==> src/rtl/mat_pkg.sv <==
`default_nettype none

package mat_pkg;

    localparam int MAX_WINDOW = 256;
    localparam int SAMPLE_W   = 32;
    localparam int SUM_W      = 40;
    localparam int LEN_W      = $clog2(MAX_WINDOW) + 1;
    localparam int PTR_W      = $clog2(MAX_WINDOW);
    localparam int DIV_STEPS  = SUM_W;
    localparam int DIV_CNT_W  = $clog2(DIV_STEPS);

    typedef logic signed [SAMPLE_W-1:0] sample_t;
    typedef logic signed [SUM_W-1:0]    sum_t;
    typedef logic [SUM_W-1:0]           mag_t;
    typedef logic [LEN_W-1:0]           len_t;
    typedef logic [PTR_W-1:0]           ptr_t;

endpackage

`default_nettype wire

==> src/rtl/mat_serial_div.sv <==
`default_nettype none

// restoring divider, one quotient bit per cycle
module mat_serial_div (
    input  wire logic          clk,
    input  wire logic          rst_n,
    input  wire logic          start,
    input  wire mat_pkg::mag_t dividend,
    input  wire mat_pkg::len_t divisor,
    output logic               done,
    output mat_pkg::mag_t      quotient
);

    mat_pkg::mag_t                 shift_reg;
    mat_pkg::len_t                 rem_reg;
    logic [mat_pkg::DIV_CNT_W-1:0] cnt_reg;
    logic                          busy_reg;
    logic                          done_reg;

    logic [mat_pkg::LEN_W:0] trial;
    logic [mat_pkg::LEN_W:0] diff;
    logic                    ge;

    always_comb
    begin
        trial = {rem_reg, shift_reg[mat_pkg::SUM_W-1]};
        diff  = trial - {1'b0, divisor};
        ge    = (trial >= {1'b0, divisor});
    end

    always_ff @(posedge clk or negedge rst_n)
    begin
        if (!rst_n)
        begin
            busy_reg <= 1'b0;
            done_reg <= 1'b0;
            cnt_reg  <= '0;
        end
        else
        begin
            done_reg <= 1'b0;
            if (start)
            begin
                busy_reg <= 1'b1;
                cnt_reg  <= '0;
            end
            else if (busy_reg)
            begin
                cnt_reg <= cnt_reg + 1'b1;
                if (cnt_reg == mat_pkg::DIV_CNT_W'(mat_pkg::DIV_STEPS - 1))
                begin
                    busy_reg <= 1'b0;
                    done_reg <= 1'b1;
                end
            end
        end
    end

    always_ff @(posedge clk)
    begin
        if (start)
        begin
            shift_reg <= dividend;
            rem_reg   <= '0;
        end
        else if (busy_reg)
        begin
            shift_reg <= {shift_reg[mat_pkg::SUM_W-2:0], ge};
            rem_reg   <= ge ? diff[mat_pkg::LEN_W-1:0] : trial[mat_pkg::LEN_W-1:0];
        end
    end

    assign done     = done_reg;
    assign quotient = shift_reg;

endmodule

`default_nettype wire

==> config.mk <==
export PLATFORM = sky130hd
export DESIGN_NAME = mat_serial_div
export DESIGN_NICKNAME = d
export VERILOG_FILES = /design/src/rtl/mat_pkg.sv /design/src/rtl/mat_serial_div.sv
export SDC_FILE = /design/constraint.sdc
export NUM_CORES = 1
export LEC_CHECK = 0
export ABC_AREA = 1
export BUFFER_PORTS_ARGS = -buffer_cell sky130_fd_sc_hd__buf_2
export CORE_ASPECT_RATIO = 1.25
export CORE_MARGIN = 2
export CORE_UTILIZATION = 40
export CTS_BUF_LIST = sky130_fd_sc_hd__clkbuf_8
export DETAILED_ROUTE_END_ITERATION = 6
export GPL_TIMING_DRIVEN = 0
export PLACE_DENSITY = 0.65
export SYNTH_ARGS = -nofsm -noshare
export SYNTH_HDL_FRONTEND = slang
export SYNTH_SLANG_ARGS = --single-unit
==> constraint.sdc <==
create_clock -name clk -period 1.61 [get_ports clk]
set_input_delay 0.322 -clock clk [delete_from_list [all_inputs] [get_ports clk]]
set_output_delay 0.322 -clock clk [all_outputs]
set_load 0.005 [all_outputs]
* Word level (Yosys, flattened, before mapping)
Index checks and enable logic that the tools add are counted.
** Cells by class
- Equality and inequality tests :: 1
- $add $sub $neg :: 2
- Muxes and demuxes :: 11
- Reductions and logical operators :: 1
- $lt $le $gt $ge :: 1
** Operators with widths (number)
- two-way mux 40 bit :: 2
- two-way mux 6 bit :: 2
- greater-or-equal comparator 10 x 9 -> 1 bit :: 1
- two-way mux 9 bit :: 1
- subtractor 9 bit :: 1
- adder 6 x 1 -> 6 bit (second input constant) :: 1
- equality test 6 bit (second input constant) :: 1
- two-way mux 1 bit :: 6
- nonzero test 2 bit :: 1
** Word-level totals
- Output and inout port bits :: 41
- Bits in registers :: 57
- Bits of input ports :: 52
- Word-level logic and storage cells :: 21

* Longest topological paths before layout
Gate-level depths: netlist of the first run.
- Depth after elaboration :: 4
- Depth in mapped cells :: 12
- Depth with buffers taken out :: 12

* Worst setup path before layout of the first run
No wires, ideal clock.
- Kind :: input to register
- Start point :: in start
- End point :: reg shift_reg[0] (netlist: quotient[0]) (enable)
- Stages :: 3
- Data arrival time :: 1.446 ns
- Path buffers :: 1
- Data required time :: 1.212 ns
- Path slack :: -0.235 ns
- Library setup time :: 0.398 ns
- Path through :: buf_2 > nor2_1 > inv_1
** On the way
- Word-level cells in the longest chain between the ends :: 1
** RTL lines
- start, declared :: RTL line mat_serial_div.sv:7 : input wire logic start,
- nonzero test 2 bit (no source line)
- end signal, assigned :: RTL line mat_serial_div.sv:63 : shift_reg <= dividend;
- end signal, assigned :: RTL line mat_serial_div.sv:68 : shift_reg <= {shift_reg[mat_pkg::SUM_W-2:0], ge};
- end, declared :: RTL line mat_serial_div.sv:14 : mat_pkg::mag_t shift_reg;
Every way passes these cells.
A chain may end at the register's enable or synchronous reset.

* Worst setup path in the final report of the first run
- Start point :: reg shift_reg[39] (netlist: quotient[39])
- End point :: reg shift_reg[0] (netlist: quotient[0]), data pin
** On the way
- Word-level cells in the longest chain between the ends :: 3
** RTL lines
- greater-or-equal comparator 10 x 9 -> 1 bit :: RTL line mat_serial_div.sv:28 : ge = (trial >= {1'b0, divisor});
- two-way mux 40 bit :: RTL line mat_serial_div.sv:66 : else if (busy_reg)
- two-way mux 40 bit :: RTL line mat_serial_div.sv:61 : if (start)
Every way passes these cells. The select of a mux whose other input is x is not followed.

==> impl_metrics.tcl, run 1 <==
set metrics [dict create \
    rows 35 \
    routedWlPerCell_um 12.28 \
    crit_required_ns 1.68 \
    antenna_found_initial 0 \
    port_buffers 91 \
    io_pins 93 \
    synthCells 361 \
    syn_nets 424 \
    wl_met1_um 3019 \
    cts_sinks 57 \
    grt_max_degree 23 \
    crit_family "adder cells" \
    area_growth_pct 31.46 \
    wl_met2_um 3457 \
    drt_wl_total_um 7027 \
    cp_cell_sequence "inv_2 -> ha_4 -> inv_4 -> fa_2 -> nand2_2 -> nand3_4 -> nand2_4 -> buf_6 -> a31oi_1" \
    yosysWarnings 0 \
    die_w_um 81.34 \
    status "complete, but fails checks" \
    slowest_stage "edfxtp_1" \
    nets 538 \
    max_freq_ghz 0.5515 \
    power_density_nw_per_um2 1185 \
    dp_slack_ns -0.4626 \
    clock_latency_ns 0.33 \
    vias 2670 \
    setup_ws_ns -0.2032 \
    cp_max_fo 5 \
    drive_gt1_frac 0.3188 \
    grt_usage 0.1758 \
    drt_pass1_iterations 4 \
    fin_tns_setup_ns -3.914 \
    fin_util 0.5376 \
    ant_nets 0 \
    synth_area_sq_um 2990 \
    cts_tree "done" \
    cts_buffers 9 \
    maxCapViolations 0 \
    drc_errors 0 \
    critPathMaxStageDelay_ns 0.42 \
    vdd_drop_max_mv 0.5716 \
    synth.avg_cell_area_sq_um 8.284 \
    critPathKind "reg -> reg" \
    antenna_cells 0 \
    gp_congestion 0.8164 \
    largest_register_ffs 40 \
    clk_path_buf_depth 2 \
    fin_crit_sh 1.126 \
    grt_pass1_vias 2496 \
    wl_met3_um 486 \
    clkSlewWorstSetupHoldPaths_ns 0.07 \
    detailed_place_hpwl_um 4919 \
    die_area_sq_um 8188 \
    cp-start-kind "flop" \
    synth_cell_types 27 \
    coreArea_sq_um 7313 \
    die_h_um 100.7 \
    p_leak_uw 0.002084 \
    hold_viol 0 \
    rsz0062_at_grt "true" \
    layout_common_cells "nand2_1 (166), buf_2 (95), edfxtp_1 (40)" \
    grt_pass1_wl_um 11080 \
    top_layer "met4" \
    setup_viol 31 \
    end_kind "flop" \
    yosysSeqAreaShare 0.5289 \
    hold_path.class "in -> reg" \
    drtIter0Drc 99 \
    grt-ovfl-total 0 \
    start_util 0.4089 \
    vias_per_cell 4.668 \
    violations "setup timing" \
    finalCriticalPeriod_ns 1.813 \
    finalMaxSlewViolations 0 \
    cp_num_buf_inv 3 \
    skew_ns 0.009156 \
    layout_commonest_cell "nand2_1" \
    cp.arrival_ns 1.88 \
    tightest_slew_ns 0.5656 \
    synth-seq-cells 57 \
    ctsHtreeMaxLevel 3 \
    clock-root-buffer "clkbuf_8" \
    maxSlewHeadroom 0.6225 \
]
[kinds of logic (layout without fill, tap and decap cells)]
| group | Yosys count | in the layout | share of synthesized area |
|---|---|---|---|
| xor gates and xnor gates | 3 | 3 | 0.008788 |
| AOI/OAI and AO/OA | 17 | 17 | 0.03390 |
| adders and majority gates | 11 | 11 | 0.04854 |
| buffers and inverters | 48 | 167 | 0.06736 |
| and+or+nand+nor | 225 | 225 | 0.3126 |
| DFF | 57 | 57 | 0.5289 |
[cell type report]
class	count	area [sq um]
plain buffers	12	76.32
flip-flops and latches	57	1583
repair inverters	2	15.01
multi-input cells	256	1277
fillers	678	3382
clock inverters	7	62.56
well taps	92	115.1
repair buffers	101	536.8
clock buffers	9	123.9
inverters	36	141.4
[report_power, final]
group	switching, uW	internal (uW)
Combinational	844	656
Sequential	116	1780
Clock	564	700
[routing by layer]
layer	track usage	up-vias
met5	0	-
met4	0.07040	0
met3	0.04032	6
met2	0.3020	78
met1	0.2096	1203
li1	-	1383
[worst min-delay path: cells and delay by family]
| family | cells | cell delay [ns] |
|---|---|---|
| AND/OR/NAND/NOR | 2 | 0.09 |
| buffers and inverters | 1 | 0.07 |
[worst paths after layout]
| check | endpoint | cells past startpoint | startpoint | slack [ns] |
|---|---|---|---|---|
| max in group asynchronous | busy_reg | 2 | rst_n | 1.04 |
| min in group asynchronous | cnt_reg[4] | 2 | rst_n | 0.39 |
| worst min-delay path | quotient[7] | 3 | dividend[7] | 0.26 |
| worst max register to register | quotient[0] | 9 | quotient[39] | -0.20 |
| worst max-delay path | quotient[0] | 9 | quotient[39] | -0.20 |
| worst min register to register | rem_reg[6] | 2 | rem_reg[6] | 0.47 |
[stage by stage]
step	cells	area, sq um	power, uW	hold slack (ns)
global placement	544	3600	3285	0.1748
floorplan	361	3029	2920	0.02641
global route	572	3931	5019	0.2572
CTS	567	3866	4640	0.2488
detailed placement	544	3600	3308	0.1738
finish	572	3931	4660	0.2618
[cell usage after synthesis, drive strengths merged]
library cell  count  area (sq um)
o21ai             8         47.55
edfxtp           40          1201
xnor2             3         26.28
inv              36         135.1
nand2           173         661.9
nand3b            3         22.52
buf               7         47.54
nor2             18         77.57
a31oi             1         6.260
nand4             1         6.260
dfrtp             8         200.2
a22o              1         8.760
nor3              3         15.01
nor4              1         6.260
a21oi             7         38.79
clkbuf            5         18.77
dfxtp             9         180.2
ha               10         125.1
fa                1         20.02
nand3            26         145.1
[timing repair]
item / in CTS / in global routing
endpoints found under the hold margin: 8 / 0
pin swaps: 3 / 1
setup buffers: 3 / 5
hold buffers: 1 / 0
endpoints found under the setup margin: 50 / 31
gates cloned: 3 / 0
resized for setup: 9 / 7
(Power assumes the default switching activity.)
==> inputs of run 2 (changes only) <==
ABC_AREA = 0   (was 1)
CORE_ASPECT_RATIO = not set   (was 1.25)
PLACE_DENSITY = 0.66   (was 0.65)
SKIP_LAST_GASP = 1   (was not set)
==> run 2 against run 1 <==
The run still ends with setup timing left. Design area barely moved. Core utilization rose by 1.0 points. Via count fell by 16%. Critical endpoint is now rem_reg[8].
==> impl_metrics.tcl, run 2 <==
set metrics [dict create \
    startpoint "quotient[39]" \
    vias_per_cell 4.940 \
    largest_register_ffs 40 \
    coreArea_sq_um 7176 \
    crit_family "compound AO/OA/AOI/OAI gates" \
    synth_top_cell_area_share 0.4111 \
    rsz0062_at_grt "true" \
    worstReg2RegStart "quotient[39]" \
    sequentialPowerShare 0.402 \
    min-delay-start "dividend[35]" \
    yosysWarnings 0 \
    cts_buffers 9 \
    critPathMaxStageDelay_ns 0.42 \
    synth-seq-cells 57 \
    clkPwrFrac 0.213 \
    drive_gt1_frac 0.5141 \
    layout_common_cells "buf_2 (92), mux2_2 (40), edfxtp_1 (40)" \
    drt_wl_total_um 6587 \
    yosysSeqAreaShare 0.5413 \
    cp_max_fo 3 \
    antenna_cells 0 \
    fin_util 0.5480 \
    antenna_found_initial 0 \
    wl_met3_um 446 \
    clkSlewWorstSetupHoldPaths_ns 0.07 \
    cts_sinks 57 \
    clk_path_buf_depth 2 \
    holdWs_ns 0.2866 \
    die_area_sq_um 8003 \
    maxCapViolations 0 \
    synth_cell_types 42 \
    crit_required_ns 1.86 \
    layout_commonest_cell "buf_2" \
    detailed_place_hpwl_um 4532 \
    cp_cell_sequence "inv_1 -> ha_2 -> inv_2 -> fa_2 -> a211oi_4 -> buf_4 -> o211ai_1 -> o211a_1 -> or3_4 -> a311oi_2" \
    setup_viol 10 \
    skew_ns 0.006879 \
    die_h_um 89.46 \
    tightest_slew_ns 0.5318 \
    drtIter0Drc 63 \
    slowest_stage "edfxtp_1" \
    critPathKind "reg -> reg" \
    routedWlPerCell_um 14.54 \
    cts_tree "done" \
    clock_latency_ns 0.33 \
    drc_errors 0 \
    port_buffers 91 \
    finalCriticalPeriod_ns 2.357 \
    nets 412 \
    grt_pass1_vias 2253 \
    area_growth_pct 34.60 \
    vias 2238 \
    synth_edf_count 40 \
    grt_max_degree 11 \
    grt_usage 0.1754 \
    grt-ovfl-total 0 \
    max_freq_ghz 0.4243 \
    netSwitchingPower_uw 1644 \
    synth_area_sq_um 2922 \
    power_density_nw_per_um2 1267 \
    cp-start-kind "flop" \
    setup_ws_ns -0.7466 \
    power.internal_uw 3338 \
    hold_path.class "in -> reg" \
    fin_crit_sh 1.464 \
    finalMaxSlewViolations 0 \
    cp_num_buf_inv 3 \
    gp_congestion 0.9040 \
    synth-async-reset-ratio 0.1404 \
    synthCells 229 \
    maxSlewHeadroom 0.6454 \
    wl_met2_um 3071 \
    drt_pass1_iterations 4 \
    vdd_drop_max_mv 0.5672 \
    end_kind "flop" \
    top_layer "met4" \
    synth_area_leaders "edfxtp_1 (41%), mux2_2 (15%), dfrtp_1 (6.9%)" \
    dp_slack_ns -0.7683 \
    yosys-top-cells-count "edfxtp_1 (40), mux2_2 (40), nor2_1 (20), inv_1 (12), ha_1 (10)" \
    yosysTopAreaCell "edfxtp_1" \
    clock-root-buffer "clkbuf_8" \
    status "complete, but fails checks" \
    syn_nets 292 \
    grt_pass1_wl_um 10490 \
    rows 31 \
    hold_viol 0 \
    ant_nets 0 \
    p_leak_uw 0.001707 \
    synth_flop_cell "edfxtp_1" \
    start_util 0.4071 \
    wl_met1_um 2959 \
    cp.arrival_ns 2.60 \
    ctsHtreeMaxLevel 3 \
    synth.avg_cell_area_sq_um 12.76 \
    swShare 0.3300 \
    violations "setup timing" \
    io_pins 93 \
    die_w_um 89.46 \
    combPwrFrac 0.385 \
]
[run 2: final cells by class]
class	instances	area, sq um
Inverter	12	48.80
Timing Repair Buffer	106	583.1
Fill cell	629	3243
Multi-Input combinational cell	149	1345
Tap cell	99	123.9
Timing Repair inverter	3	22.52
Sequential cell	57	1582
Clock inverter	7	28.78
Buffer	11	75.07
Clock buffer	9	123.9
[run 2: timing repair]
action	4_1_cts	5_1_grt
pin swaps	9	1
cloned	3	0
gates resized for setup	11	0
buffers inserted	10	4
endpoints found under the setup margin	50	38
hold endpoints to repair	8	0
hold buffers	1	0
[run 2: kinds of logic (layout without fill, tap and decap cells)]
group,after synthesis,after routing,synth area share
adders and majority gates,11,11,0.04968
muxes,47,47,0.1782
and+or+nand+nor,51,51,0.09378
DFF,57,57,0.5413
buffers and inverters,23,148,0.03041
xor gates and xnor gates,8,8,0.02398
AOI/OAI and AO/OA,32,32,0.08266
[run 2: routing by layer]
layer / vias up / global-route usage
met3: 10 / 0.04709
met2: 74 / 0.2673
li1: 1098 / -
met1: 1056 / 0.2336
met4: 0 / 0.08141
met5: - / 0
[run 2: final timing paths]
kind	cells after the start	slack [ns]	end
setup / recovery	10	-0.75	rem_reg[8]
hold / removal	2	0.29	quotient[35]
setup reg to reg	10	-0.75	rem_reg[8]
hold reg to reg	2	0.50	rem_reg[2]
max in group asynchronous	2	1.07	cnt_reg[1]
min in group asynchronous	2	0.37	cnt_reg[0]
[run 2: worst register-to-register path, delay by kind of cell (launching register included)]
| kind | cells | cell delay [ns] |
|---|---|---|
| compound gates | 4 | 0.70 |
| fa+ha+maj | 2 | 0.54 |
| buf+inv | 3 | 0.28 |
| flops | 1 | 0.42 |
| simple gates | 1 | 0.33 |
[run 2: power groups by stage]
stage | Combinational, uW | Clock [uW] | Sequential, uW
global route | 2120 | 1150 | 2030
finish | 1920 | 1060 | 2000
floorplan | 1220 | 0 | 2000
global placement | 1640 | 0 | 2020
detailed placement | 1670 | 0 | 2030
CTS | 1900 | 1100 | 2000
[run 2: per-stage QoR]
stage               setup TNS [ns]  total power [uW]  std cells  area [sq um]
floorplan                   -7.820              3219        229          3013
global placement            -23.83              3662        419          3592
detailed placement          -24.81              3699        419          3592
CTS                         -6.746              5001        449          3890
global route                -7.541              5308        453          3933
finish                      -6.358              4983        453          3933
==> inputs of run 3 (changes only) <==
ABC_AREA = 1   (was 0)
PLACE_DENSITY = 0.65   (was 0.66)
==> run 3 against run 2 <==
The run still ends with setup timing left. Die area is 2.3% higher. Register-to-register slack better by 0.58 ns. First-iteration DRC count up 73%. Combinational power shrank 17%. Global-route usage increased by 0.39 points. Largest power group unchanged.
==> impl_metrics.tcl, run 3 (same netlist as run 1, synthesis figures left out) <==
set metrics [dict create \
    status "complete, but fails checks" \
    violations "setup timing" \
    fin_tns_setup_ns -1.167 \
    critPathMaxStageDelay_ns 0.40 \
    critPathKind "reg -> reg" \
    layout_common_cells "nand2_1 (166), buf_2 (95), edfxtp_1 (40)" \
    total_power_uw 4639 \
    hold_depth 3 \
    min-delay-start "dividend[25]" \
    cp_max_fo 5 \
    regArea_sq_um 1582 \
    detailed_place_hpwl_um 5006 \
    port_buffers 91 \
    start_util 0.4123 \
    end_kind "flop" \
    clkSlewWorstSetupHoldPaths_ns 0.07 \
    die_h_um 90.47 \
    worstReg2RegStart "quotient[39]" \
    vias_per_cell 4.706 \
    ctsHtreeMaxLevel 3 \
    rows 31 \
    hold_path.class "in -> reg" \
    die_area_sq_um 8184 \
    clk_path_buf_depth 2 \
    largest_register_ffs 40 \
    coreArea_sq_um 7253 \
    fin_util 0.5499 \
    r2r_cells 9 \
    cts_tree "done" \
    maxSlewHeadroom 0.6142 \
    max_freq_ghz 0.5640 \
    multi_input_area_sq_um 1335 \
    grt_usage 0.1793 \
    whs_endpoint "quotient[25]" \
    drc_errors 0 \
    reg2reg_setup_slack_ns -0.16 \
    grt-ovfl-total 0 \
    grt_max_degree 23 \
    power_density_nw_per_um2 1163 \
    layout_commonest_cell "nand2_1" \
    grt_pass1_wl_um 11680 \
    hold_viol 0 \
    fillCellCount 673 \
    nets 540 \
    cts_sinks 57 \
    grt_pass1_vias 2478 \
    cp_common_cell "inv_2" \
    skew_ns 0.008972 \
    area_growth_pct 33.39 \
    clock-root-buffer "clkbuf_8" \
    r2r-end "quotient[0]" \
    ant_nets 0 \
    die_w_um 90.47 \
    fin_crit_sh 1.101 \
    antenna_found_initial 0 \
    setup_ws_ns -0.1631 \
    slowest_stage "edfxtp_1" \
    routedWlPerCell_um 12.45 \
    setup_viol 10 \
    tightest_slew_ns 0.5781 \
    antenna_cells 0 \
    clock_latency_ns 0.33 \
    drive_gt1_frac 0.3320 \
    rsz0062_at_grt "true" \
    cp-start-kind "flop" \
    p_leak_uw 0.002092 \
    drtIter0Drc 109 \
    drt_wl_total_um 7231 \
    io_pins 93 \
    vias 2734 \
    gp_congestion 0.8093 \
    vdd_drop_max_mv 0.3966 \
    cp_cell_sequence "inv_2 -> ha_4 -> inv_2 -> fa_2 -> nand2_2 -> nand3_4 -> nand2_4 -> buf_6 -> a31oi_4" \
    maxCapViolations 0 \
    finalMaxSlewViolations 0 \
    cp.arrival_ns 1.84 \
    cts_buffers 9 \
    crit_required_ns 1.68 \
    dp_slack_ns -0.5142 \
    finalCriticalPeriod_ns 1.773 \
    drt_pass1_iterations 4 \
]
## run 3: cell count changes in the layout (fill, tap and decap cells not counted), moves of 6 or more
cell,previous run,this run
nand3_2,0,12
nand2_1,9,166
nor2_1,19,13
nand3_1,3,13
mux2_2,40,0
inv_1,11,35
mux2i_1,7,0
xor2_1,6,0
## run 3: worst max-delay path, delay by kind of cell, from the launching register on
| family | cells | cell delay [ns] |
|---|---|---|
| AOI/OAI and AO/OA | 1 | 0.08 |
| adders and majority gates | 2 | 0.48 |
| and+or+nand+nor | 3 | 0.29 |
| DFF | 1 | 0.40 |
| buffers and inverters | 3 | 0.27 |
## run 3: metrics by stage
step | cell area [sq um] | hold slack, ns | std cells
final | 3989 | 0.2570 | 581
after global routing | 3989 | 0.2497 | 581
after CTS | 3865 | 0.2451 | 576
after detailed placement | 3608 | 0.1764 | 551
after global placement | 3608 | 0.1713 | 551
after floorplan | 3029 | 0.02641 | 361
## run 3: layout make-up
| cell class | count | share of cell area |
|---|---|---|
| plain buffers | 12 | 0.01913 |
| clock buffers | 10 | 0.03450 |
| clock inverters | 6 | 0.007215 |
| inverters | 36 | 0.03482 |
| multi-input cells | 256 | 0.3347 |
| flip-flops and latches | 57 | 0.3965 |
| well taps | 99 | 0.03105 |
| repair buffers | 102 | 0.1364 |
| repair inverters | 3 | 0.005646 |
## run 3: per-layer routing
metal | global-route usage | wire length [um]
met5 | 0 | 0
met4 | 0.08462 | 166
met3 | 0.03339 | 370
met2 | 0.2774 | 3351
met1 | 0.2435 | 3343
## run 3: how the worst max path moves through the flow
stage | startpoint | end | slack (ns) | cells past startpoint
floorplan | quotient[39] | rem_reg[3] | -0.09 | 11
global placement | start | quotient[25] | -0.52 | 3
detailed placement | start | quotient[24] | -0.51 | 3
CTS | busy_reg | quotient[39] | -0.15 | 2
global route | quotient[39] | quotient[0] | -0.24 | 9
finish | quotient[39] | quotient[0] | -0.16 | 9
## run 3: what timing repair did
action	in CTS	in global routing
pin swaps	0	2
buffers inserted	5	4
hold buffers	1	0
setup endpoints to repair	50	32
hold endpoints to repair	8	0
resized for setup	8	18
cloned	3	1
## run 3: report_power, final
| part | total (uW) | switching [uW] | leakage [uW] | internal (uW) |
|---|---|---|---|---|
| sequential | 1900 | 118 | 0.000618 | 1780 |
| clock | 1140 | 566 | 0.0000921 | 578 |
| combinational | 1600 | 896 | 0.00138 | 701 |
| total | 4640 | 1580 | 0.00209 | 3060 |
